===== config.mk =====
export PLATFORM = sky130hd
export DESIGN_NAME = mgwe_front
export DESIGN_NICKNAME = d
export VERILOG_FILES = /design/src/design/mgwe_pkg.sv /design/src/design/mgwe_front.sv
export SDC_FILE = /design/constraint.sdc
export NUM_CORES = 1
export LEC_CHECK = 0
export BUFFER_PORTS_ARGS = -buffer_cell sky130_fd_sc_hd__buf_2
export CAP_MARGIN = 30
export CORE_ASPECT_RATIO = 0.9
export CORE_MARGIN = 2
export CORE_UTILIZATION = 42
export CTS_CLUSTER_DIAMETER = 100
export DETAILED_ROUTE_END_ITERATION = 16
export PLACE_DENSITY = 0.87
export SETUP_SLACK_MARGIN = 0.05
export SKIP_CTS_REPAIR_TIMING = 1
export SLEW_MARGIN = 10
export SYNTH_ARGS = -nofsm -noshare
export SYNTH_HDL_FRONTEND = slang
export SYNTH_SLANG_ARGS = --single-unit
export TNS_END_PERCENT = 100

===== constraint.sdc =====
create_clock -name clock -period 6.8 [get_ports clock]
set_input_delay 1.36 -clock clock [delete_from_list [all_inputs] [get_ports clock]]
set_output_delay 1.36 -clock clock [all_outputs]
set_load 0.02 [all_outputs]

===== src/design/mgwe_pkg.sv =====
`timescale 1ns / 1ps
//------------------------------------------------------------------------------
// mgwe_pkg
// Shared types, codes and helpers of the matched group weight engine.
//------------------------------------------------------------------------------
package mgwe_pkg;

   localparam int CntW    = 20;
   localparam int WeightW = 32;
   localparam int MaskW   = 16;
   localparam int DivW    = CntW + 16;

   localparam int MAX_GROUPS_DEF     = 1024;
   localparam int MAX_TREATMENTS_DEF = 16;

   localparam logic [1:0] CMD_LOAD   = 2'd0;
   localparam logic [1:0] CMD_FINISH = 2'd1;
   localparam logic [1:0] CMD_QUERY  = 2'd2;
   localparam logic [1:0] CMD_CLEAR  = 2'd3;

   localparam logic [1:0] STATUS_OK      = 2'd0;
   localparam logic [1:0] STATUS_BAD_TRT = 2'd1;
   localparam logic [1:0] STATUS_BAD_GRP = 2'd2;

   localparam logic [1:0] KIND_NUMBER    = 2'd0;
   localparam logic [1:0] KIND_NA_UNM    = 2'd1;
   localparam logic [1:0] KIND_NA_MISS   = 2'd2;

   localparam logic [1:0] REG_NUM_TRT    = 2'd0;
   localparam logic [1:0] REG_NUM_GRP    = 2'd1;
   localparam logic [1:0] REG_ALL_TGT    = 2'd2;
   localparam logic [1:0] REG_UNASG_NA   = 2'd3;

   localparam logic [CntW-1:0] CNT_MAX = '1;

   typedef struct packed {
      logic [1:0] command;
      logic [3:0] treatment;
      logic [9:0] group;
      logic       unmatched;
      logic [3:0] add;
      logic [1:0] status;
   } item_type;

   typedef struct packed {
      logic [4:0] nt;
      logic       unassigned_is_na;
   } cfg_type;

   typedef struct packed {
      logic [1:0]         status;
      logic [WeightW-1:0] weight;
      logic [1:0]         kind;
      logic [CntW-1:0]    total;
      logic [MaskW-1:0]   mask;
      logic               unm_targets;
   } rsp_type;

   function automatic logic [CntW-1:0] sat_add(input logic [CntW-1:0] a,
                                               input logic [CntW-1:0] b);
      logic [CntW:0] s;
      s = {1'b0, a} + {1'b0, b};
      return s[CntW] ? CNT_MAX : s[CntW-1:0];
   endfunction

endpackage


===== src/design/mgwe_front.sv =====
`timescale 1ns / 1ps
`default_nettype none
//------------------------------------------------------------------------------
// mgwe_front
// Register port, input beat acceptance and range classification.
//------------------------------------------------------------------------------
module mgwe_front #(
   parameter int MAX_GROUPS     = mgwe_pkg::MAX_GROUPS_DEF,
   parameter int MAX_TREATMENTS = mgwe_pkg::MAX_TREATMENTS_DEF,
   parameter int NGW            = $clog2(MAX_GROUPS + 1)
) (
   input  wire logic               clock,
   input  wire logic               reset,
   input  wire logic               csr_psel,
   input  wire logic               csr_penable,
   input  wire logic               csr_pwrite,
   input  wire logic [3:0]         csr_paddr,
   input  wire logic [31:0]        csr_pwdata,
   output logic [31:0]             csr_prdata,
   input  wire logic               req_tvalid,
   output logic                    req_tready,
   input  wire logic [23:0]        req_tdata,
   input  wire logic [1:0]         req_tuser,
   input  wire logic               busy,
   input  wire logic               q_full,
   output logic                    push,
   output mgwe_pkg::item_type      push_item,
   output mgwe_pkg::cfg_type       cfg,
   output logic [NGW-1:0]          ng
);
   import mgwe_pkg::*;

   localparam int TrtLim = (MAX_TREATMENTS < 16) ? MAX_TREATMENTS : 16;

   logic [4:0]  num_trt_ff, num_trt_in;
   logic [10:0] num_grp_ff, num_grp_in;
   logic        all_tgt_ff, all_tgt_in;
   logic        una_na_ff, una_na_in;
   logic        wr_en;
   logic [4:0]  nt;
   logic [3:0]  t;
   logic [9:0]  g;
   logic        unm;
   logic [3:0]  mult;

   assign wr_en = csr_psel & csr_penable & csr_pwrite;

   always_comb begin
      num_trt_in = num_trt_ff;
      num_grp_in = num_grp_ff;
      all_tgt_in = all_tgt_ff;
      una_na_in  = una_na_ff;
      if (wr_en) begin
         unique case (csr_paddr[3:2])
            REG_NUM_TRT:  num_trt_in = csr_pwdata[4:0];
            REG_NUM_GRP:  num_grp_in = csr_pwdata[10:0];
            REG_ALL_TGT:  all_tgt_in = csr_pwdata[0];
            REG_UNASG_NA: una_na_in  = csr_pwdata[0];
            default: ;
         endcase
      end
   end

   always_comb begin
      unique case (csr_paddr[3:2])
         REG_NUM_TRT:  csr_prdata = {27'd0, num_trt_ff};
         REG_NUM_GRP:  csr_prdata = {21'd0, num_grp_ff};
         REG_ALL_TGT:  csr_prdata = {31'd0, all_tgt_ff};
         REG_UNASG_NA: csr_prdata = {31'd0, una_na_ff};
         default:      csr_prdata = 32'd0;
      endcase
   end

   always_ff @(posedge clock) begin
      if (reset) begin
         num_trt_ff <= 5'd2;
         num_grp_ff <= 11'd1024;
         all_tgt_ff <= 1'b1;
         una_na_ff  <= 1'b0;
      end else begin
         num_trt_ff <= num_trt_in;
         num_grp_ff <= num_grp_in;
         all_tgt_ff <= all_tgt_in;
         una_na_ff  <= una_na_in;
      end
   end

   always_comb begin
      if (num_trt_ff < 5'd2) nt = 5'd2;
      else if (32'(num_trt_ff) > TrtLim) nt = 5'(TrtLim);
      else nt = num_trt_ff;
      if (num_grp_ff == 11'd0) ng = NGW'(1);
      else if (32'(num_grp_ff) > MAX_GROUPS) ng = NGW'(MAX_GROUPS);
      else ng = NGW'(num_grp_ff);
   end

   assign cfg.nt               = nt;
   assign cfg.unassigned_is_na = una_na_ff;

   assign t    = req_tdata[3:0];
   assign g    = req_tdata[13:4];
   assign unm  = req_tdata[14];
   assign mult = req_tdata[18:15];

   assign req_tready = ~busy & ~q_full;
   assign push       = req_tvalid & req_tready;

   always_comb begin
      push_item.command   = req_tuser;
      push_item.treatment = t;
      push_item.group     = g;
      push_item.unmatched = unm;
      push_item.add       = all_tgt_ff ? 4'd1 : mult;
      push_item.status    = STATUS_OK;
      if (req_tuser == CMD_LOAD || req_tuser == CMD_QUERY) begin
         if ({1'b0, t} >= nt) push_item.status = STATUS_BAD_TRT;
         else if (!unm && 32'(g) >= 32'(ng)) push_item.status = STATUS_BAD_GRP;
      end
   end

endmodule
`default_nettype wire


Word level (Yosys, flattened, before mapping)
Cells that the tools add are included.

word-level totals
  register bits after elaboration = 18
  word-level logic and storage cells = 38

operators by class
  order comparisons = 5
  equal/unequal tests = 4
  multiplexer cells = 9
  bitwise operators = 6
  reduce and logical (&&, ||, !) cells = 10

operators by type and width
  operator                                                     count
  case mux 32 bit (4 select lines)                             1
  two-way mux 11 bit                                           2
  >= comparator 10 x 11 -> 1 bit                               1
  greater-than comparator 11 bit (second input constant)       1
  zero test 11 bit                                             1
  two-way mux 5 bit                                            2
  AND reduction 2 bit                                          4
  == test 2 bit (second input constant)                        3
  two-way mux 2 bit                                            3
  >= comparator 4 x 5 -> 1 bit                                 1
  greater-than comparator 5 bit (second input constant)        1
  less-than comparator 5 x 2 -> 1 bit (second input constant)  1
  AND 1 bit                                                    4
  zero test 2 bit                                              2
  two-way mux 4 bit                                            1
  == test 2 x 1 -> 1 bit (second input constant)               1
  NOT 1 bit                                                    2
  logical AND 1 bit                                            1
  zero test 1 bit                                              1
  logical OR 1 bit                                             1

Depth between registers and ports, before layout
Gate-level depths: netlist of run 1.

  depth in word-level cells = 8
  gate-level depth with buffers = 10

Least setup slack after synthesis of run 1
No wires, ideal clock.

  path kind = input to output
  start point = input req_tdata[0]
  end point = output push_item[1] (netlist bit)
  arrival time = 2.521 ns
  required time = 5.440 ns
  path slack = 2.919 ns
  stages = 7
  path through = inv_1 > ha_1 > nand2b_1 > a21o_1 > a211oi_1 > or3_1 > and3_1

RTL lines
  what         RTL line          RTL
  from (decl)  mgwe_front.sv:22  input wire logic [23:0] req_tdata,
  to (decl)    mgwe_front.sv:27  output mgwe_pkg::item_type push_item,

==> qor.yml, run 1 <==
vias: 1549
start_util: 0.444
r2r_setup_slack_ns: 5.86
hold_path.class: "reg -> reg"
hold_violations: 0
nets: 371
portBuffers: 92
fin_crit_ns: 4.09
endpoint: "push_item[1]"
grt_pass1_wl_um: 5870
synth_area_per_cell_sq_um: 7.66
antenna_cells: 0
drtIter0Drc: 34
power_leakage_nw: 1.09
worstSetupStartpoint: "req_tdata[0]"
wl_per_cell_um: 11.4
synthCells: 218
worstSetupPathType: "in -> out"
grt_pass1_vias: 1338
slew_headroom: 0.546
setup_tns_ns: 0
crit_slowest_cell: "ha_1"
worstPathMaxFanout: 2
yosys_warnings: 0
syn-cell-area_sq_um: 1670
setup_violations: 0
synthToLayoutAreaGrowth_pct: 16.3
track_usage: 0.160
hold_start: "num_grp_ff[5]"
crit_chain: "buf_2, inv_1, ha_1, nand2b_1, a21o_1, a211oi_1, or3_1, and3_1, buf_2"
setup_slack_ns: 2.71
crit_required_ns: 5.44
clock_skew_ns: 0
cts_tree: "yes"
place_congestion: 0.818
tightest_slew_ns: 0.678
cts.sinks: 18
fin_util: 0.516
max_freq_mhz: 244
cts.path.max_buffers: 2
die_w_um: 70.5
slowest_delay_ns: 0.26
irDropWorstVdd_v: 0.0000994
worst_setup_path_end_kind: "output pin"
rsz0062_at_grt: "false"
grt_remaining_overflow: 0
outcome: "completed"
cp_common_cell: "buf_2"
cellPowerDensity_nw_per_um2: 128
synth-seq-area-share: 0.216
pre_cts_slack_ns: 2.71
ios: 144
finalCritPeriodShare: 0.602
report.final.slew_viol_count: 0
coreArea_sq_um: 3760
drive_above_1_share: 0.361
drtPass1Iterations: 4
hpwlAfterDp_um: 3230
die-area_sq_um: 4500
timing.rr.start: "all_tgt_ff"
rows: 21
drv_cap: 0
htreeDepth: 1
antenna_found_initial: 1
crit_arrival_ns: 2.73
ys_ff_latch: 18
routed_wl_um: 3770
die_y_um: 63.8
r2r_cells: 2
startpoint_type: "input pin"
cts-root-buf: "clkbuf_8"
vias_per_cell: 4.68
r2r-end: "all_tgt_ff"
synth_cell_types: 38
clk_latency_ns: 0.24
postRouteAntennaNets: 0
clk_pin_slew_ns: 0.06
power_w: 0.000249
numCtsBuffers: 3
grt_max_degree: 19
drc: 0
==> cell families (layout without fill, tap and decap cells) <==
kind of cell,Yosys count,after routing,synth area share
buf+inv,63,110,0.251
fa+ha+maj,14,14,0.105
compound gates,26,26,0.0930
other cells,1,21,0.00225
simple gates,86,86,0.265
flops,18,18,0.216
mux,10,10,0.0675
==> report_power, final <==
| group | internal (W) | leakage, nW | total, W | switching (W) |
|---|---|---|---|---|
| sequential | 0.000107 | 0.145 | 0.000109 | 0.00000189 |
| combinational | 0.0000246 | 0.924 | 0.0000689 | 0.0000443 |
| clock | 0.0000392 | 0.0216 | 0.0000711 | 0.0000319 |
| total | 0.000171 | 1.09 | 0.000249 | 0.0000780 |
==> Yosys cell counts <==
library cell | number | area [sq um]
nand3_2 | 1 | 10.0
nand4_1 | 2 | 12.5
or2_2 | 2 | 12.5
mux2i_1 | 9 | 90.1
conb_1 | 1 | 3.75
a211oi_1 | 1 | 7.51
o21ai_0 | 2 | 10.0
clkbuf_8 | 1 | 13.8
o21ai_2 | 1 | 8.76
clkbuf_1 | 4 | 15.0
buf_4 | 40 | 300
nor3_4 | 1 | 16.3
nor2_1 | 20 | 75.1
nor3b_2 | 1 | 12.5
nand2_1 | 29 | 109
a21o_1 | 1 | 7.51
o211ai_1 | 2 | 15.0
nand2b_1 | 8 | 50.1
nor3_1 | 2 | 10.0
nand3_1 | 1 | 5.00
and2_1 | 7 | 43.8
and3_1 | 1 | 6.26
and2b_1 | 1 | 7.51
a311o_1 | 1 | 10.0
a21oi_1 | 16 | 80.1
buf_6 | 3 | 33.8
dfxtp_1 | 18 | 360
nand3b_1 | 2 | 15.0
ha_1 | 14 | 175
nand4_2 | 1 | 12.5
a21boi_0 | 1 | 7.51
a211o_1 | 1 | 8.76
nor3b_1 | 1 | 7.51
or3_1 | 1 | 6.26
mux4_2 | 1 | 22.5
nor2b_1 | 4 | 25.0
nor4_1 | 1 | 6.26
inv_1 | 15 | 56.3
==> worst min-delay path by stage <==
stage                                to  slack, ns  depth (start not counted)
after global placement    num_grp_ff[5]       0.47                          2
after floorplan           num_grp_ff[7]       0.46                          2
after detailed placement  num_grp_ff[5]       0.47                          2
after global routing      num_grp_ff[2]       0.52                          2
final                     num_grp_ff[5]       0.48                          2
after CTS                 num_grp_ff[5]       0.48                          2
==> critical path, delay by kind of cell <==
| kind | cells | cell delay, ns |
|---|---|---|
| AND/OR/NAND/NOR | 3 | 0.43 |
| AO/OA/AOI/OAI | 2 | 0.41 |
| adder cells (fa/ha/maj) | 1 | 0.26 |
| buffers and inverters | 3 | 0.26 |
==> final cells by class <==
cell class | instances | area, sq um
fill | 380 | 1820
tap | 46 | 57.6
multi-input combinational | 157 | 965
inverter | 15 | 56.3
sequential | 18 | 360
timing repair buffer | 92 | 460
clock buffer | 3 | 41.3
==> routing by layer <==
metal	part of all wire	vias to the layer above	routed length (um)	track usage
met1	0.40	690	1520	0.190
li1	-	786	-	-
met2	0.50	67	1900	0.291
met4	0.0069	2	26	0.0264
met3	0.084	4	316	0.0410
met5	0.0034	-	13	0
==> cell usage in the layout, fill, tap and decap left out, drive strengths merged, types with 4 or more instances in the layout <==
cell type / n
ha: 14
inv: 15
buf: 92
nand2b: 8
mux2i: 9
conb: 21
nor2: 20
and2: 7
dfxtp: 18
a21oi: 16
nor2b: 4
nand2: 29
==> registers in the layout, summed over array words and instances, names as in the netlist <==
| signal | cells |
|---|---|
| all_tgt_ff | 1 |
| una_na_ff | 1 |
| num_trt_ff | 5 |
| num_grp_ff | 11 |
==> per-stage QoR <==
step                      instance area [sq um]  hold slack (ns)  std cells
after floorplan                            1740            0.458        238
after global placement                     1900            0.473        328
after detailed placement                   1900            0.474        328
after CTS                                  1940            0.484        331
after global routing                       1940            0.524        331
final                                      1940            0.480        331
Note: power is estimated with default switching activity, not from simulation.
==> inputs of run 2 (changes only) <==
--- a/config.mk
+++ b/config.mk
@@ -9,10 +9,10 @@
 export CAP_MARGIN = 30
 export CORE_ASPECT_RATIO = 0.9
 export CORE_MARGIN = 2
-export CORE_UTILIZATION = 42
+export CORE_UTILIZATION = 39
 export CTS_CLUSTER_DIAMETER = 100
 export DETAILED_ROUTE_END_ITERATION = 16
-export PLACE_DENSITY = 0.87
+export PLACE_DENSITY = 0.82
 export SETUP_SLACK_MARGIN = 0.05
 export SKIP_CTS_REPAIR_TIMING = 1
 export SLEW_MARGIN = 10
==> constraint.sdc (replaced) <==
create_clock -name clock -period 4.2 [get_ports clock]
set_input_delay 0.84 -clock clock [delete_from_list [all_inputs] [get_ports clock]]
set_output_delay 0.84 -clock clock [all_outputs]
set_load 0.02 [all_outputs]
==> qor.yml, run 2 (synthesized netlist as in run 1, its figures left out) <==
die_y_um: 66.1  # was 63.8 um
layout_common_cells: "buf_2 (92), nand2_1 (29), conb_1 (21)"  # unchanged
drv_cap: 0  # unchanged
postRouteAntennaNets: 0  # unchanged
track_usage: 0.150  # was 0.160
setup_tns_ns: 0  # unchanged
clock_skew_ns: 0  # unchanged
cts-root-buf: "clkbuf_8"  # unchanged
cts.path.max_buffers: 2  # unchanged
rsz0062_at_grt: "false"  # unchanged
met1Wirelength_um: 1640  # was 1520 um
wl_met2_um: 1800  # was 1900 um
vias_per_cell: 4.55  # was 4.68
wl_per_cell_um: 11.1  # was 11.4 um
wl_met3_um: 255  # was 316 um
top_regs: "num_grp_ff (11), num_trt_ff (5)"  # unchanged
max_freq_mhz: 297
worstSetupPathType: "reg -> out"  # was in -> out
crit_required_ns: 3.36  # was 5.44 ns
grt_pass1_wl_um: 5760  # was 5870 um
largest_register_ffs: 11  # unchanged
grt_max_degree: 19  # unchanged
crit_chain: "nor4_1, nand3_1, o21ai_2, nand2_1, ha_1, a21oi_1, o21ai_0, o211ai_1, o211ai_1, and3_1, buf_2"  # was buf_2, inv_1, ha_1, nand2b_1, a21o_1, a211oi_1, or3_1, and3_1, buf_2
htreeDepth: 1  # unchanged
hpwlAfterDp_um: 3100  # was 3230 um
numCtsBuffers: 3  # unchanged
multiInputGateArea_sq_um: 965  # unchanged
irDropWorstVdd_v: 0.000178  # was 0.0000994 V
cellPowerDensity_nw_per_um2: 207  # was 128 nW/um^2
drc: 0  # unchanged
nets: 371  # unchanged
worst_setup_path_end_kind: "output pin"  # unchanged
hold_path.class: "reg -> reg"  # unchanged
antenna_found_initial: 0  # was 1
vias: 1514  # was 1549
outcome: "completed"  # unchanged
die-area_sq_um: 4820  # was 4500 sq um
regArea_sq_um: 360  # unchanged
start_util: 0.407  # was 0.444
die_w_um: 73.0  # was 70.5 um
layout_commonest_cell: "buf_2"  # unchanged
hold_violations: 0  # unchanged
crit_arrival_ns: 2.53  # was 2.73 ns
grt_remaining_overflow: 0  # unchanged
place_congestion: 0.793  # was 0.818
grt_pass1_vias: 1295  # was 1338
finalHoldWorstSlack_ns: 0.489  # was 0.480 ns
portBuffers: 92  # unchanged
clk_latency_ns: 0.24  # about the same
startpoint_type: "register"  # was input pin
fillers: 429  # was 380
cts_tree: "yes"  # unchanged
slew_headroom: 0.541  # was 0.546
critical_path.top_delay_family: "compound AO/OA/AOI/OAI gates"  # was simple AND/OR/NAND/NOR gates
dr.max_layer_used: "met3"  # was met5
rows: 22  # was 21
drtIter0Drc: 30  # was 34
worstPathMaxFanout: 4  # was 2
power_leakage_nw: 1.09  # unchanged
cts.sinks: 18  # unchanged
power_w: 0.000402  # was 0.000249 W
cp_common_cell: "o211ai_1"  # was buf_2
finalCritPeriodShare: 0.802
tightest_slew_ns: 0.686  # was 0.678 ns
drive_above_1_share: 0.361  # unchanged
dpl_cell_area_sq_um: 1900  # about the same
finalInstanceArea_sq_um: 1940  # about the same
cp_num_buf_inv: 1  # was 3
slowest_delay_ns: 0.34  # was 0.26 ns
setup_violations: 0  # unchanged
synthToLayoutAreaGrowth_pct: 16.4  # was 16.3%
fin_crit_ns: 3.37
clk_pin_slew_ns: 0.06  # about the same
fin_util: 0.474  # was 0.516
report.final.slew_viol_count: 0  # unchanged
routed_wl_um: 3690  # was 3770 um
ios: 144  # unchanged
coreArea_sq_um: 4100  # was 3760 sq um
crit_slowest_cell: "dfxtp_1"  # was ha_1
antenna_cells: 0  # unchanged
drtPass1Iterations: 6  # was 4
regMostFlops: "num_grp_ff"  # unchanged
==> run 2: cell counts in the layout (fill, tap and decap cells not counted) <==
No cell type changed its count.
==> run 2: area by class of cell <==
cell class / instances / share of cell area
inverters: 15 / 0.0290
clock buffers: 3 / 0.0212
well taps: 48 / 0.0309
repair buffers: 92 / 0.237
flip-flops and latches: 18 / 0.185
multi-input cells: 157 / 0.496
==> run 2: report_power, final <==
part	internal, W	switching (W)
logic	0.0000396	0.0000705
registers	0.000173	0.00000315
clock network	0.0000635	0.0000521
==> run 2: path summary, 6_finish.rpt <==
check	start	end	slack, ns	cells past startpoint
setup reg to reg	all_tgt_ff	all_tgt_ff	3.29	2
hold / removal	num_grp_ff[7]	num_grp_ff[7]	0.49	2
setup / recovery	num_grp_ff[4]	push_item[1]	0.83	11
hold reg to reg	num_grp_ff[7]	num_grp_ff[7]	0.49	2
==> run 2: per-layer routing <==
layer	vias up	global-route usage
met1	660	0.194
li1	792	-
met2	62	0.260
met4	0	0.0116
met3	0	0.0396
met5	-	0
==> run 2: through the flow <==
step	std cells	setup slack, ns
3_3_place_gp	330	1.08
3_5_place_dp	330	1.07
5_1_grt	333	0.600
4_1_cts	333	0.784
2_1_floorplan	238	1.13
6_report	333	0.831
==> run 2: worst min-delay path, cell delays in order (launching register included) <==
cell	delay, ns
dfxtp_1	0.33
nand2_1	0.06
a21oi_1	0.05
