`src/design/mgwe_pkg.sv`:
```
`timescale 1ns / 1ps
//------------------------------------------------------------------------------
// mgwe_pkg
// Shared types, codes and helpers of the matched group weight engine.
//------------------------------------------------------------------------------
package mgwe_pkg;

   localparam int CntW    = 20;
   localparam int WeightW = 32;
   localparam int MaskW   = 16;
   localparam int DivW    = CntW + 16;

   localparam int MAX_GROUPS_DEF     = 1024;
   localparam int MAX_TREATMENTS_DEF = 16;

   localparam logic [1:0] CMD_LOAD   = 2'd0;
   localparam logic [1:0] CMD_FINISH = 2'd1;
   localparam logic [1:0] CMD_QUERY  = 2'd2;
   localparam logic [1:0] CMD_CLEAR  = 2'd3;

   localparam logic [1:0] STATUS_OK      = 2'd0;
   localparam logic [1:0] STATUS_BAD_TRT = 2'd1;
   localparam logic [1:0] STATUS_BAD_GRP = 2'd2;

   localparam logic [1:0] KIND_NUMBER    = 2'd0;
   localparam logic [1:0] KIND_NA_UNM    = 2'd1;
   localparam logic [1:0] KIND_NA_MISS   = 2'd2;

   localparam logic [1:0] REG_NUM_TRT    = 2'd0;
   localparam logic [1:0] REG_NUM_GRP    = 2'd1;
   localparam logic [1:0] REG_ALL_TGT    = 2'd2;
   localparam logic [1:0] REG_UNASG_NA   = 2'd3;

   localparam logic [CntW-1:0] CNT_MAX = '1;

   typedef struct packed {
      logic [1:0] command;
      logic [3:0] treatment;
      logic [9:0] group;
      logic       unmatched;
      logic [3:0] add;
      logic [1:0] status;
   } item_type;

   typedef struct packed {
      logic [4:0] nt;
      logic       unassigned_is_na;
   } cfg_type;

   typedef struct packed {
      logic [1:0]         status;
      logic [WeightW-1:0] weight;
      logic [1:0]         kind;
      logic [CntW-1:0]    total;
      logic [MaskW-1:0]   mask;
      logic               unm_targets;
   } rsp_type;

   function automatic logic [CntW-1:0] sat_add(input logic [CntW-1:0] a,
                                               input logic [CntW-1:0] b);
      logic [CntW:0] s;
      s = {1'b0, a} + {1'b0, b};
      return s[CntW] ? CNT_MAX : s[CntW-1:0];
   endfunction

endpackage

```
`src/design/mgwe_fifo.sv`:
```
`timescale 1ns / 1ps
`default_nettype none
//------------------------------------------------------------------------------
// mgwe_fifo
// Two-entry queue of classified commands between front and back.
//------------------------------------------------------------------------------
module mgwe_fifo (
   input  wire logic              clock,
   input  wire logic              reset,
   input  wire logic              push,
   input  wire mgwe_pkg::item_type push_item,
   input  wire logic              pop,
   output mgwe_pkg::item_type     head,
   output logic                   empty,
   output logic                   full
);
   import mgwe_pkg::*;

   item_type   mem_ff [2];
   logic       wr_ptr_ff, wr_ptr_in;
   logic       rd_ptr_ff, rd_ptr_in;
   logic [1:0] cnt_ff, cnt_in;

   assign head  = mem_ff[rd_ptr_ff];
   assign empty = (cnt_ff == 2'd0);
   assign full  = (cnt_ff == 2'd2);

   always_comb begin
      wr_ptr_in = push ? ~wr_ptr_ff : wr_ptr_ff;
      rd_ptr_in = pop ? ~rd_ptr_ff : rd_ptr_ff;
      cnt_in    = cnt_ff + {1'b0, push} - {1'b0, pop};
   end

   always_ff @(posedge clock) begin
      if (reset) begin
         wr_ptr_ff <= 1'b0;
         rd_ptr_ff <= 1'b0;
         cnt_ff    <= 2'd0;
      end else begin
         wr_ptr_ff <= wr_ptr_in;
         rd_ptr_ff <= rd_ptr_in;
         cnt_ff    <= cnt_in;
      end
   end

   always_ff @(posedge clock) begin
      if (push) begin
         mem_ff[wr_ptr_ff] <= push_item;
      end
   end

endmodule
`default_nettype wire

```
`config.mk`:
```
export PLATFORM = sky130hd
export DESIGN_NAME = mgwe_fifo
export DESIGN_NICKNAME = d
export VERILOG_FILES = /design/src/design/mgwe_pkg.sv /design/src/design/mgwe_fifo.sv
export SDC_FILE = /design/constraint.sdc
export NUM_CORES = 1
export LEC_CHECK = 0
export CORE_ASPECT_RATIO = 2
export CORE_MARGIN = 2
export CORE_UTILIZATION = 55
export DETAILED_ROUTE_END_ITERATION = 7
export DONT_BUFFER_PORTS = 1
export PLACE_DENSITY = 0.77
export RECOVER_POWER = 100
export SYNTH_ARGS = -nofsm -noshare
export SYNTH_HDL_FRONTEND = slang
export SYNTH_SLANG_ARGS = --single-unit
```
`constraint.sdc`:
```
create_clock -name clock -period 1.7 [get_ports clock]
set_input_delay 0.085 -clock clock [delete_from_list [all_inputs] [get_ports clock]]
set_output_delay 0.085 -clock clock [all_outputs]
set_load 0.1 [all_outputs]
```
* Yosys cells after proc, flatten, opt, wreduce, memory -nomap -nowiden *
Memories as Yosys holds them, arrays and structs flattened. A register that Yosys moved wholly into a read port is not among the register bits.
Cells that the tools add are included.

cells by class
  muxes and demuxes = 4
  add/sub/neg operators = 2
  equal/unequal tests = 1
  shift operators = 0
  multipliers = 0
  $lt $le $gt $ge = 0
  div/mod/pow operators = 0
  bitwise operators = 2
  reductions and logical operators = 1

operators with widths
  operator                                     number
  1-bit 2-to-1 mux                             4
  2-bit by 1-bit adder with 2-bit output       1
  2-bit equality test, second input constant   1
  2-bit zero test                              1
  1-bit NOT                                    2
  2-bit by 1-bit subtractor with 2-bit output  1

storage, ports and cells
  bits of input ports = 27
  output and inout port bits = 25
  memories kept = 1
  bits in registers = 4
  logic and storage cells = 14
  latch bits = 0
  memory bits (read-only) = 0
  memory bits (writable) = 46

memory list
  name    depth  width  rd ports  clocked after Yosys merged registers in  wr ports  RTL line         RTL
  mem_ff  2      23     1         1                                        1         mgwe_fifo.sv:19  item_type mem_ff [2];

* Longest topological paths before layout *
Gate-level depths: netlist of run 1.

  depth in word-level cells = 3
  mapped depth = 6
  depth with buffers taken out = 6

* Worst setup path before layout of run 1 *
No wires, ideal clock.

  path kind = reg2out
  from = register cnt_ff[1]
  to = output port full
  path slack = -0.091 ns
  cell stages (with the launch flop) = 2
  path buffers = 0
  arrival time = 1.706 ns
  path through = dfxtp_1 nor2b_1

on the way
  cells in the longest elaborated chain, start to end = 1

ends and longest elaborated chain
  element                 RTL line         RTL
  start, declared         mgwe_fifo.sv:22  logic [1:0] cnt_ff, cnt_in;
  start signal, assigned  mgwe_fifo.sv:42  cnt_ff <= cnt_in;
  2-bit equality test     mgwe_fifo.sv:26  assign full = (cnt_ff == 2'd2);
  end, declared           mgwe_fifo.sv:15  output logic full

No other way between the ends.

==> key figures, run 1 <==
Setup path
  • Worst setup EP type: output port
  • Crit Path Class: flop to output port
  • Crit-path slowest cell: mux2_1
  • CP startpoint kind: flop
  • Critical path cell sequence: clkbuf_2 > mux2_1 > buf_12
  • Crit path required time: 1.62 ns
  • CP max FO: 9
  • Critical Path Max Stage Delay: 0.42 ns
  • Arr. time, crit path: 1.48 ns

Timing
  • Relative slew slack: 0.538
  • RSZ-0062 raised after global routing: no
  • Final hold violations: 0
  • Fmax: 639 MHz
  • Fin crit share: 0.920
  • Final Max Slew Viols: 0
  • Setup TNS Final: 0 ns
  • Min Hold Slack: 0.0859 ns
  • Final number of setup-violating endpoints: 0
  • Worst slew pin tran: 0.693 ns
  • Clk_skew: 0.00563 ns
  • Final min period: 1.56 ns

Cells and area
  • Layout cell share with drive strength beyond 1: 0.258
  • N_diodes: 0
  • # fillers: 161
  • Finished Layout Cells: 187
  • Area Growth Syn to Fin: 47.5%
  • NumNets Final: 183

Routing
  • Via-to-Cell Ratio: 5.41
  • DR DRC count: 0
  • Routed Antenna Nets: 0
  • 1st-pass router iterations: 4
  • DRT Wirelength: 3400 um
  • Via Count: 1012
  • Initial DRC count: 31
  • Wire per inst: 18.2 um

Logic synthesis
  • Seq/Total Area, Yosys: 0.788
  • Synth Flop Type: edfxtp_1
  • Syn Nets: 121
  • Yosys warns: 0
  • Register bit total from synthesis: 51
  • Synth top area share: 0.735
  • Post-synth EDFFs: 46
  • Mapped Cells: 92
  • Commonest cells post-synth: edfxtp_1, mux2_2, dfxtp_1, nor2_1, nor2b_1
  • Area leader, netlist: edfxtp_1
  • Distinct cells, synth: 11
  • Async SR Flop Fraction: 0
  • Synthesized area: 1880 um^2
  • Post-Syn Area per Cell: 20.4 um^2
  • Most numerous cell in the Yosys netlist: edfxtp_1
  • Ranking of synthesized cells by area: edfxtp_1, mux2_2, dfxtp_1

Power and ir drop
  • Psw: 1.11 mW
  • Leak pwr: 1.03 nW
  • Internal: 2.26 mW
  • Combinational share of power: 0.324
  • Reg power frac: 0.442
  • Pwr/cell area: 1220 nW/um^2
  • Max IR drop VDD: 910 uV
  • Clock Power Share: 0.234
  • Switching Fraction: 0.330

Global route
  • Aggregate global routing overflow: 0
  • Via count of the first global-routing pass: 1137
  • Initial antenna violation count: 0
  • Pin count of the biggest net entering global routing: 16
  • First-pass GRT wire length: 5420 um
  • GRT Total Usage: 0.202

Floorplanning
  • Starting Density: 0.563
  • Die height: 86.7 um
  • Die area: 3930 um^2
  • Row count: 30
  • I/O pins: 52
  • Die Wd: 45.3 um
  • Placeable Area: 3340 um^2

Run status
  • Status: finished clean

Clock network
  • TritonCTS clock tree: yes
  • H-tree Lvls: 2
  • CTS Buffer Depth: 2
  • Sink count of the clock tree: 51
  • Post_cts resized: 0
  • CTS Buf Count: 5
  • Reg clk slew, reported paths: 0.08 ns
  • Root Buffer: clkbuf_8
  • Clock latency on the worst-skew pair: 0.30 ns
  • Postcts setup bufs: 0

Min path
  • HP Class: input port to flop

Place
  • Placed cell count: 153
  • Port buffer count: 0
  • GPL Wtd Cong: 0.734
  • Detail Placement HPWL: 2170 um

Flow run
  • Max_cap viols: 0
## logic make-up after synthesis
| group | share of synthesized area |
|---|---|
| and+or+nand+nor | 0.0233 |
| adders and majority gates | 0.0133 |
| xor gates and xnor gates | 0.0213 |
| DFF | 0.788 |
| muxes | 0.138 |
| buffers and inverters | 0.0160 |
## critical path, delay by kind of cell, from the launching register on
family	cells	cell delay, ns
DFF	1	0.33
muxes	1	0.42
buffers and inverters	2	0.44
## cell type report
class                           count  area [um^2]  area share
Tap cell                           32         40.0      0.0144
Inverter                            2         7.51     0.00271
Timing Repair Buffer               57          759       0.274
Clock buffer                        5         68.8      0.0248
Sequential cell                    51         1480       0.535
Clock inverter                      3         38.8      0.0140
Multi-Input combinational cell     37          375       0.135
## cells in the final DEF, fill, tap and decap left out
master	n
and2_0	1
buf_12	23
buf_4	1
bufinv_16	1
clkbuf_1	3
clkbuf_2	4
clkbuf_8	5
clkinv_1	1
clkinv_2	1
dfxtp_1	5
dlygate4sd3_1	26
edfxtp_1	46
ha_1	2
inv_1	2
mux2_1	21
mux2_2	2
nor2_1	4
nor2_2	1
nor2b_1	1
nor2b_2	2
xnor2_1	2
xnor3_1	1
## per-layer routing
metal,track usage,wire length (um),up-vias
li1,-,-,468
met1,0.225,1110,503
met2,0.347,2060,33
met3,0.0438,142,8
met4,0.0989,92,0
met5,0,0,-
## stage by stage
step	power, mW	utilization	area (um^2)	worst slack, ns
after CTS	3.44	0.836	2790	0.167
after global placement	2.57	0.726	2420	0.510
after global routing	3.47	0.830	2770	0.0956
after floorplan	2.24	-	1880	0.0353
after detailed placement	2.59	0.726	2420	0.421
final	3.37	0.830	2770	0.136
## registers in the layout, summed over array words and instances, names as in the netlist, named ones only
signal and cells:
mem_ff 46, cnt_ff 2, rd_ptr_ff 1, wr_ptr_ff 1
## power by group through the flow
stage	Sequential (mW)	Combinational (mW)	Clock (mW)
after CTS	1.49	1.13	0.814
after detailed placement	1.52	1.07	0
after global placement	1.51	1.05	0
after global routing	1.50	1.12	0.840
after floorplan	1.51	0.727	0
final	1.49	1.09	0.790
## what timing repair did
item                                    in CTS  in global routing
hold buffers                                26                  0
hold endpoints to repair                    51                  0
endpoints found under the setup margin       0                  0
## final timing paths
check,depth (start not counted),startpoint,slack [ns],to
max,3,flop,0.14,head[14]
min,2,push,0.09,cnt_ff[0]
max reg2reg,2,wr_ptr_ff,0.33,mem_ff[0][21]
min reg2reg,2,rd_ptr_ff,0.56,rd_ptr_ff
(Power assumes the default switching activity.)
==> run 2, diff against run 1 <==
--- a/config.mk
+++ b/config.mk
@@ -10,6 +10,7 @@
 export CORE_UTILIZATION = 55
 export DETAILED_ROUTE_END_ITERATION = 7
 export DONT_BUFFER_PORTS = 1
+export MAX_ROUTING_LAYER = met4
 export PLACE_DENSITY = 0.77
 export RECOVER_POWER = 100
 export SYNTH_ARGS = -nofsm -noshare
==> key figures, run 2 (synthesized netlist as in run 1, its figures left out) <==
Clock network
  • CTS hold repair buffers: 26 (unchanged)
  • Post_cts resized: 0 (unchanged)
  • CTS Buffer Depth: 2 (unchanged)
  • CTS Buf Count: 5 (unchanged)
  • Root Buffer: clkbuf_8
  • TritonCTS clock tree: yes
  • Sink count of the clock tree: 51 (unchanged)
  • Clock latency on the worst-skew pair: 0.30 ns (about the same)
  • H-tree Lvls: 2 (unchanged)
  • Reg clk slew, reported paths: 0.08 ns (about the same)
  • Postcts setup bufs: 0 (unchanged)

Cells and area
  • Layout Utilization: 0.830 (unchanged)
  • NumNets Final: 183 (unchanged)
  • Area Growth Syn to Fin: 47.5% (unchanged)
  • Register with the most flip-flops: mem_ff
  • Layout cell share with drive strength beyond 1: 0.258 (unchanged)
  • Largest registers: mem_ff: 46 flops, cnt_ff: 2 flops
  • N_diodes: 0 (unchanged)
  • Largest register FFs: 46 (unchanged)
  • # fillers: 161 (unchanged)
  • Commonest non-fill, non-tap cell in the layout: edfxtp_1
  • Most frequent cells in the layout: edfxtp_1, dlygate4sd3_1, buf_12

Timing
  • Clk_skew: 0.00561 ns (-0.0000185 ns)
  • Final Max Slew Viols: 0 (unchanged)
  • Setup TNS Final: 0 ns (unchanged)
  • Relative slew slack: 0.538 (unchanged)
  • Final hold violations: 0 (unchanged)
  • PnR worst setup slack: 0.134 ns (-0.00111 ns)
  • RSZ-0062 raised after global routing: no
  • Fin crit share: 0.921 (about the same)
  • Final min period: 1.57 ns (+0.00111 ns)
  • Worst slew pin tran: 0.693 ns (unchanged)
  • Fmax: 639 MHz (about the same)
  • Final number of setup-violating endpoints: 0 (unchanged)

Floorplanning
  • Die area: 3930 um^2 (unchanged)
  • Starting Density: 0.563 (unchanged)
  • Die height: 86.7 um (unchanged)
  • Row count: 30 (unchanged)
  • Die Wd: 45.3 um (unchanged)
  • Placeable Area: 3340 um^2 (unchanged)
  • I/O pins: 52 (unchanged)

Place
  • Detail Placement HPWL: 2170 um (unchanged)
  • Place WS: 0.421 ns (unchanged)
  • GPL Wtd Cong: 0.743 (+1.2%)
  • Port buffer count: 0 (unchanged)

Min path
  • HP Class: input port to flop

Global route
  • Pin count of the biggest net entering global routing: 16 (unchanged)
  • First-pass GRT wire length: 5420 um (+0.13%)
  • GRT Total Usage: 0.207 (+0.00569)
  • Aggregate global routing overflow: 0 (unchanged)
  • Initial antenna violation count: 0 (unchanged)
  • Via count of the first global-routing pass: 1134 (-0.26%)

Setup path
  • CP max FO: 9 (unchanged)
  • Crit path required time: 1.62 ns (about the same)
  • CP startpoint kind: flop
  • Crit Path Class: flop to output port
  • Arr. time, crit path: 1.48 ns (about the same)
  • Worst setup EP type: output port

Routing
  • DRT Wirelength: 3400 um (about the same)
  • Wire per inst: 18.2 um (about the same)
  • Routed Antenna Nets: 0 (unchanged)
  • Via Count: 1013 (+0.099%)
  • 1st-pass router iterations: 4 (unchanged)
  • Via-to-Cell Ratio: 5.42 (about the same)
  • DR DRC count: 0 (unchanged)
  • Initial DRC count: 22 (-29%)

Power and ir drop
  • Switching Fraction: 0.331 (+0.000511)
  • Max IR drop VDD: 910 uV (about the same)
  • Leak pwr: 1.03 nW (unchanged)
  • Psw: 1.12 mW (+0.23%)
  • Combinational share of power: 0.323 (about the same)
  • Clock Power Share: 0.235 (about the same)
  • Reg power frac: 0.442 (about the same)
  • Internal: 2.26 mW (about the same)
  • Pwr/cell area: 1220 nW/um^2 (about the same)

Run status
  • Status: finished clean

Flow run
  • Max_cap viols: 0 (unchanged)
==> run 2: cell counts in the layout (fill, tap and decap cells not counted) <==
No cell type changed its count.
==> run 2: area by class of cell <==
class / instances / area (um^2) / share of cell area
clock buffer: 5 / 68.8 / 0.0248
clock inverter: 3 / 38.8 / 0.0140
inverter: 2 / 7.51 / 0.00271
multi-input combinational: 37 / 375 / 0.135
sequential: 51 / 1480 / 0.535
tap: 32 / 40.0 / 0.0144
timing repair buffer: 57 / 759 / 0.274
==> run 2: path summary, 6_finish.rpt <==
check,slack [ns],endpoint,startpoint,cells past startpoint
min,0.08,cnt_ff[0],push,2
min reg2reg,0.56,rd_ptr_ff,rd_ptr_ff,2
max,0.13,head[14],flop,3
max reg2reg,0.33,mem_ff[0][21],wr_ptr_ff,2
==> run 2: power groups by stage <==
stage,Combinational (mW),Sequential [mW],Clock [mW]
after floorplan,0.727,1.51,0
after global placement,1.05,1.51,0
after detailed placement,1.07,1.52,0
after CTS,1.13,1.49,0.814
after global routing,1.12,1.50,0.840
final,1.09,1.49,0.792
==> run 2: critical path, stage by stage (launching register included) <==
cell and delay, ns:
dfxtp_1 0.33, clkbuf_2 0.25, mux2_1 0.42, buf_12 0.19
==> run 2: layer usage <==
layer	track usage	part of all wire
met1	0.225	0.34
met2	0.347	0.60
met3	0.0438	0.040
met4	0.0989	0.027
met5	-	0
==> run 2: metrics by stage <==
stage                     area, um^2  std cells  hold WS (ns)  total power, mW
final                           2770        187        0.0846             3.38
after global routing            2770        187        0.0895             3.47
after CTS                       2790        187        0.0647             3.44
after detailed placement        2420        153         0.161             2.59
after global placement          2420        153         0.158             2.57
after floorplan                 1880         92         0.157             2.24
==> run 3, diff against run 2 <==
--- a/config.mk
+++ b/config.mk
@@ -5,13 +5,12 @@
 export SDC_FILE = /design/constraint.sdc
 export NUM_CORES = 1
 export LEC_CHECK = 0
-export CORE_ASPECT_RATIO = 2
 export CORE_MARGIN = 2
 export CORE_UTILIZATION = 55
 export DETAILED_ROUTE_END_ITERATION = 7
 export DONT_BUFFER_PORTS = 1
 export MAX_ROUTING_LAYER = met4
-export PLACE_DENSITY = 0.77
+export PLACE_DENSITY = 0.73
 export RECOVER_POWER = 100
 export SYNTH_ARGS = -nofsm -noshare
 export SYNTH_HDL_FRONTEND = slang
==> key figures, run 3 (synthesized netlist as in run 1, its figures left out) <==
Routing
  • Via-to-Cell Ratio: 5.00 (-7.8%)
  • Wire per inst: 16.6 um (-9.0%)
  • Via Count: 1004 (-0.89%)
  • 1st-pass router iterations: 4 (unchanged)
  • Routed Antenna Nets: 0 (unchanged)
  • DRT Wirelength: 3330 um (-2.1%)
  • Initial DRC count: 27 (+23%)
  • DR DRC count: 0 (unchanged)

Floorplanning
  • Die height: 62.5 um (-28%)
  • Die Wd: 62.5 um (+38%)
  • Placeable Area: 3310 um^2 (-0.90%)
  • Die area: 3900 um^2 (-0.72%)
  • Starting Density: 0.568 (+0.00510)
  • Row count: 21 (-30%)
  • I/O pins: 52 (unchanged)

Clock network
  • Sink count of the clock tree: 51 (unchanged)
  • CTS Buffer Depth: 2 (unchanged)
  • Clock latency on the worst-skew pair: 0.36 ns (+0.06 ns)
  • H-tree Lvls: 2 (unchanged)
  • CTS Buf Count: 5 (unchanged)
  • TritonCTS clock tree: yes
  • Reg clk slew, reported paths: 0.13 ns (+0.05 ns)
  • Post_cts resized: 0 (unchanged)
  • Root Buffer: clkbuf_4
  • CTS hold repair buffers: 26 (unchanged)
  • Postcts setup bufs: 0 (unchanged)

Setup path
  • RR Endpoint: mem_ff[1][8]
  • Worst-case reg-to-reg path depth: 2 (unchanged)
  • CP startpoint kind: flop
  • Crit path required time: 1.62 ns (about the same)
  • Worst setup EP type: output port
  • RR Startpoint: wr_ptr_ff
  • Reg2Reg Setup Slack: 0.25 ns (-0.08 ns)
  • Crit Path Class: flop to output port
  • CP max FO: 13 (+4)
  • Arr. time, crit path: 1.52 ns (+0.04 ns)

Min path
  • WHS Endpoint: cnt_ff[1]
  • Hold path depth: 3 (+1)
  • HP Class: input port to flop
  • Worst hold start: pop

Timing
  • RSZ-0062 raised after global routing: no
  • Clk_skew: 0.00291 ns (-0.00270 ns)
  • Final min period: 1.61 ns (+0.0433 ns)
  • Relative slew slack: 0.534 (-0.00382)
  • Final hold violations: 0 (unchanged)
  • PnR worst setup slack: 0.0911 ns (-0.0433 ns)
  • Final Max Slew Viols: 0 (unchanged)
  • Fmax: 622 MHz (-2.7%)
  • Final number of setup-violating endpoints: 0 (unchanged)
  • Setup TNS Final: 0 ns (unchanged)
  • Fin crit share: 0.946 (+0.0255)
  • Worst slew pin tran: 0.699 ns (+0.00573 ns)

Global route
  • Via count of the first global-routing pass: 1032 (-9.0%)
  • First-pass GRT wire length: 5380 um (-0.76%)
  • Pin count of the biggest net entering global routing: 16 (unchanged)
  • Aggregate global routing overflow: 0 (unchanged)
  • Initial antenna violation count: 0 (unchanged)
  • GRT Total Usage: 0.198 (-0.00902)

Cells and area
  • Layout cell share with drive strength beyond 1: 0.265 (+0.00645)
  • N_diodes: 0 (unchanged)
  • Largest registers: mem_ff: 46 flops, cnt_ff: 2 flops
  • Area Growth Syn to Fin: 46.7%
  • Largest register FFs: 46 (unchanged)
  • Layout Utilization: 0.833 (+0.00299)
  • NumNets Final: 183 (unchanged)
  • Register with the most flip-flops: mem_ff
  • Commonest non-fill, non-tap cell in the layout: edfxtp_1
  • Design area: 2760 um^2 (-0.54%)
  • Most frequent cells in the layout: edfxtp_1, dlygate4sd3_1, buf_12

Place
  • Post-DP Area: 2440 um^2 (+0.72%)
  • Detail Placement HPWL: 2280 um (+5.1%)
  • Place WS: 0.436 ns (+0.0153 ns)
  • GPL Wtd Cong: 0.626 (-16%)
  • Port buffer count: 0 (unchanged)

Flow run
  • Max_cap viols: 0 (unchanged)

Run status
  • Status: finished clean

Power and ir drop
  • Max IR drop VDD: 818 uV (-10%)
  • Pwr/cell area: 1170 nW/um^2 (-3.9%)
  • Overall power: 3.23 mW (-4.4%)
  • Leak pwr: 1.01 nW (-1.7%)
==> run 3: per-stage QoR <==
step | instances | hold slack (ns)
global placement | 167 | 0.158
detailed placement | 167 | 0.160
CTS | 201 | 0.127
global route | 201 | 0.154
floorplan | 92 | 0.157
finish | 201 | 0.140
==> run 3: critical path, stage by stage, from the launching register on <==
cell and delay [ns]:
dfxtp_1 0.35, buf_4 0.22, mux2_1 0.40, buf_12 0.19
==> run 3: worst max-delay path by stage <==
stage	start	end	slack [ns]	cells after the start
after detailed placement	cnt_ff[0]	cnt_ff[1]	0.44	6
final	flop	head[3]	0.09	3
after CTS	flop	head[10]	0.07	3
after global routing	flop	head[18]	0.02	3
after floorplan	cnt_ff[1]	empty	0.04	1
after global placement	cnt_ff[0]	cnt_ff[1]	0.51	6
==> run 3: power by group <==
part | switching, mW | internal, mW
logic | 0.720 | 0.372
registers | 0.0295 | 1.46
clock network | 0.345 | 0.303
==> run 3: metal layers <==
metal	GRT usage	share of wire	routed length, um
met4	0.0917	0.020	68
met5	-	0	0
met1	0.222	0.35	1180
met3	0.0468	0.048	160
met2	0.339	0.58	1920
==> run 3: final cells by class <==
type	instances	area (um^2)
Sequential cell	51	1480
Timing Repair Buffer	57	761
Fill cell	193	554
Multi-Input combinational cell	37	373
Tap cell	46	57.6
Clock inverter	3	38.8
Clock buffer	5	37.5
Inverter	2	7.51
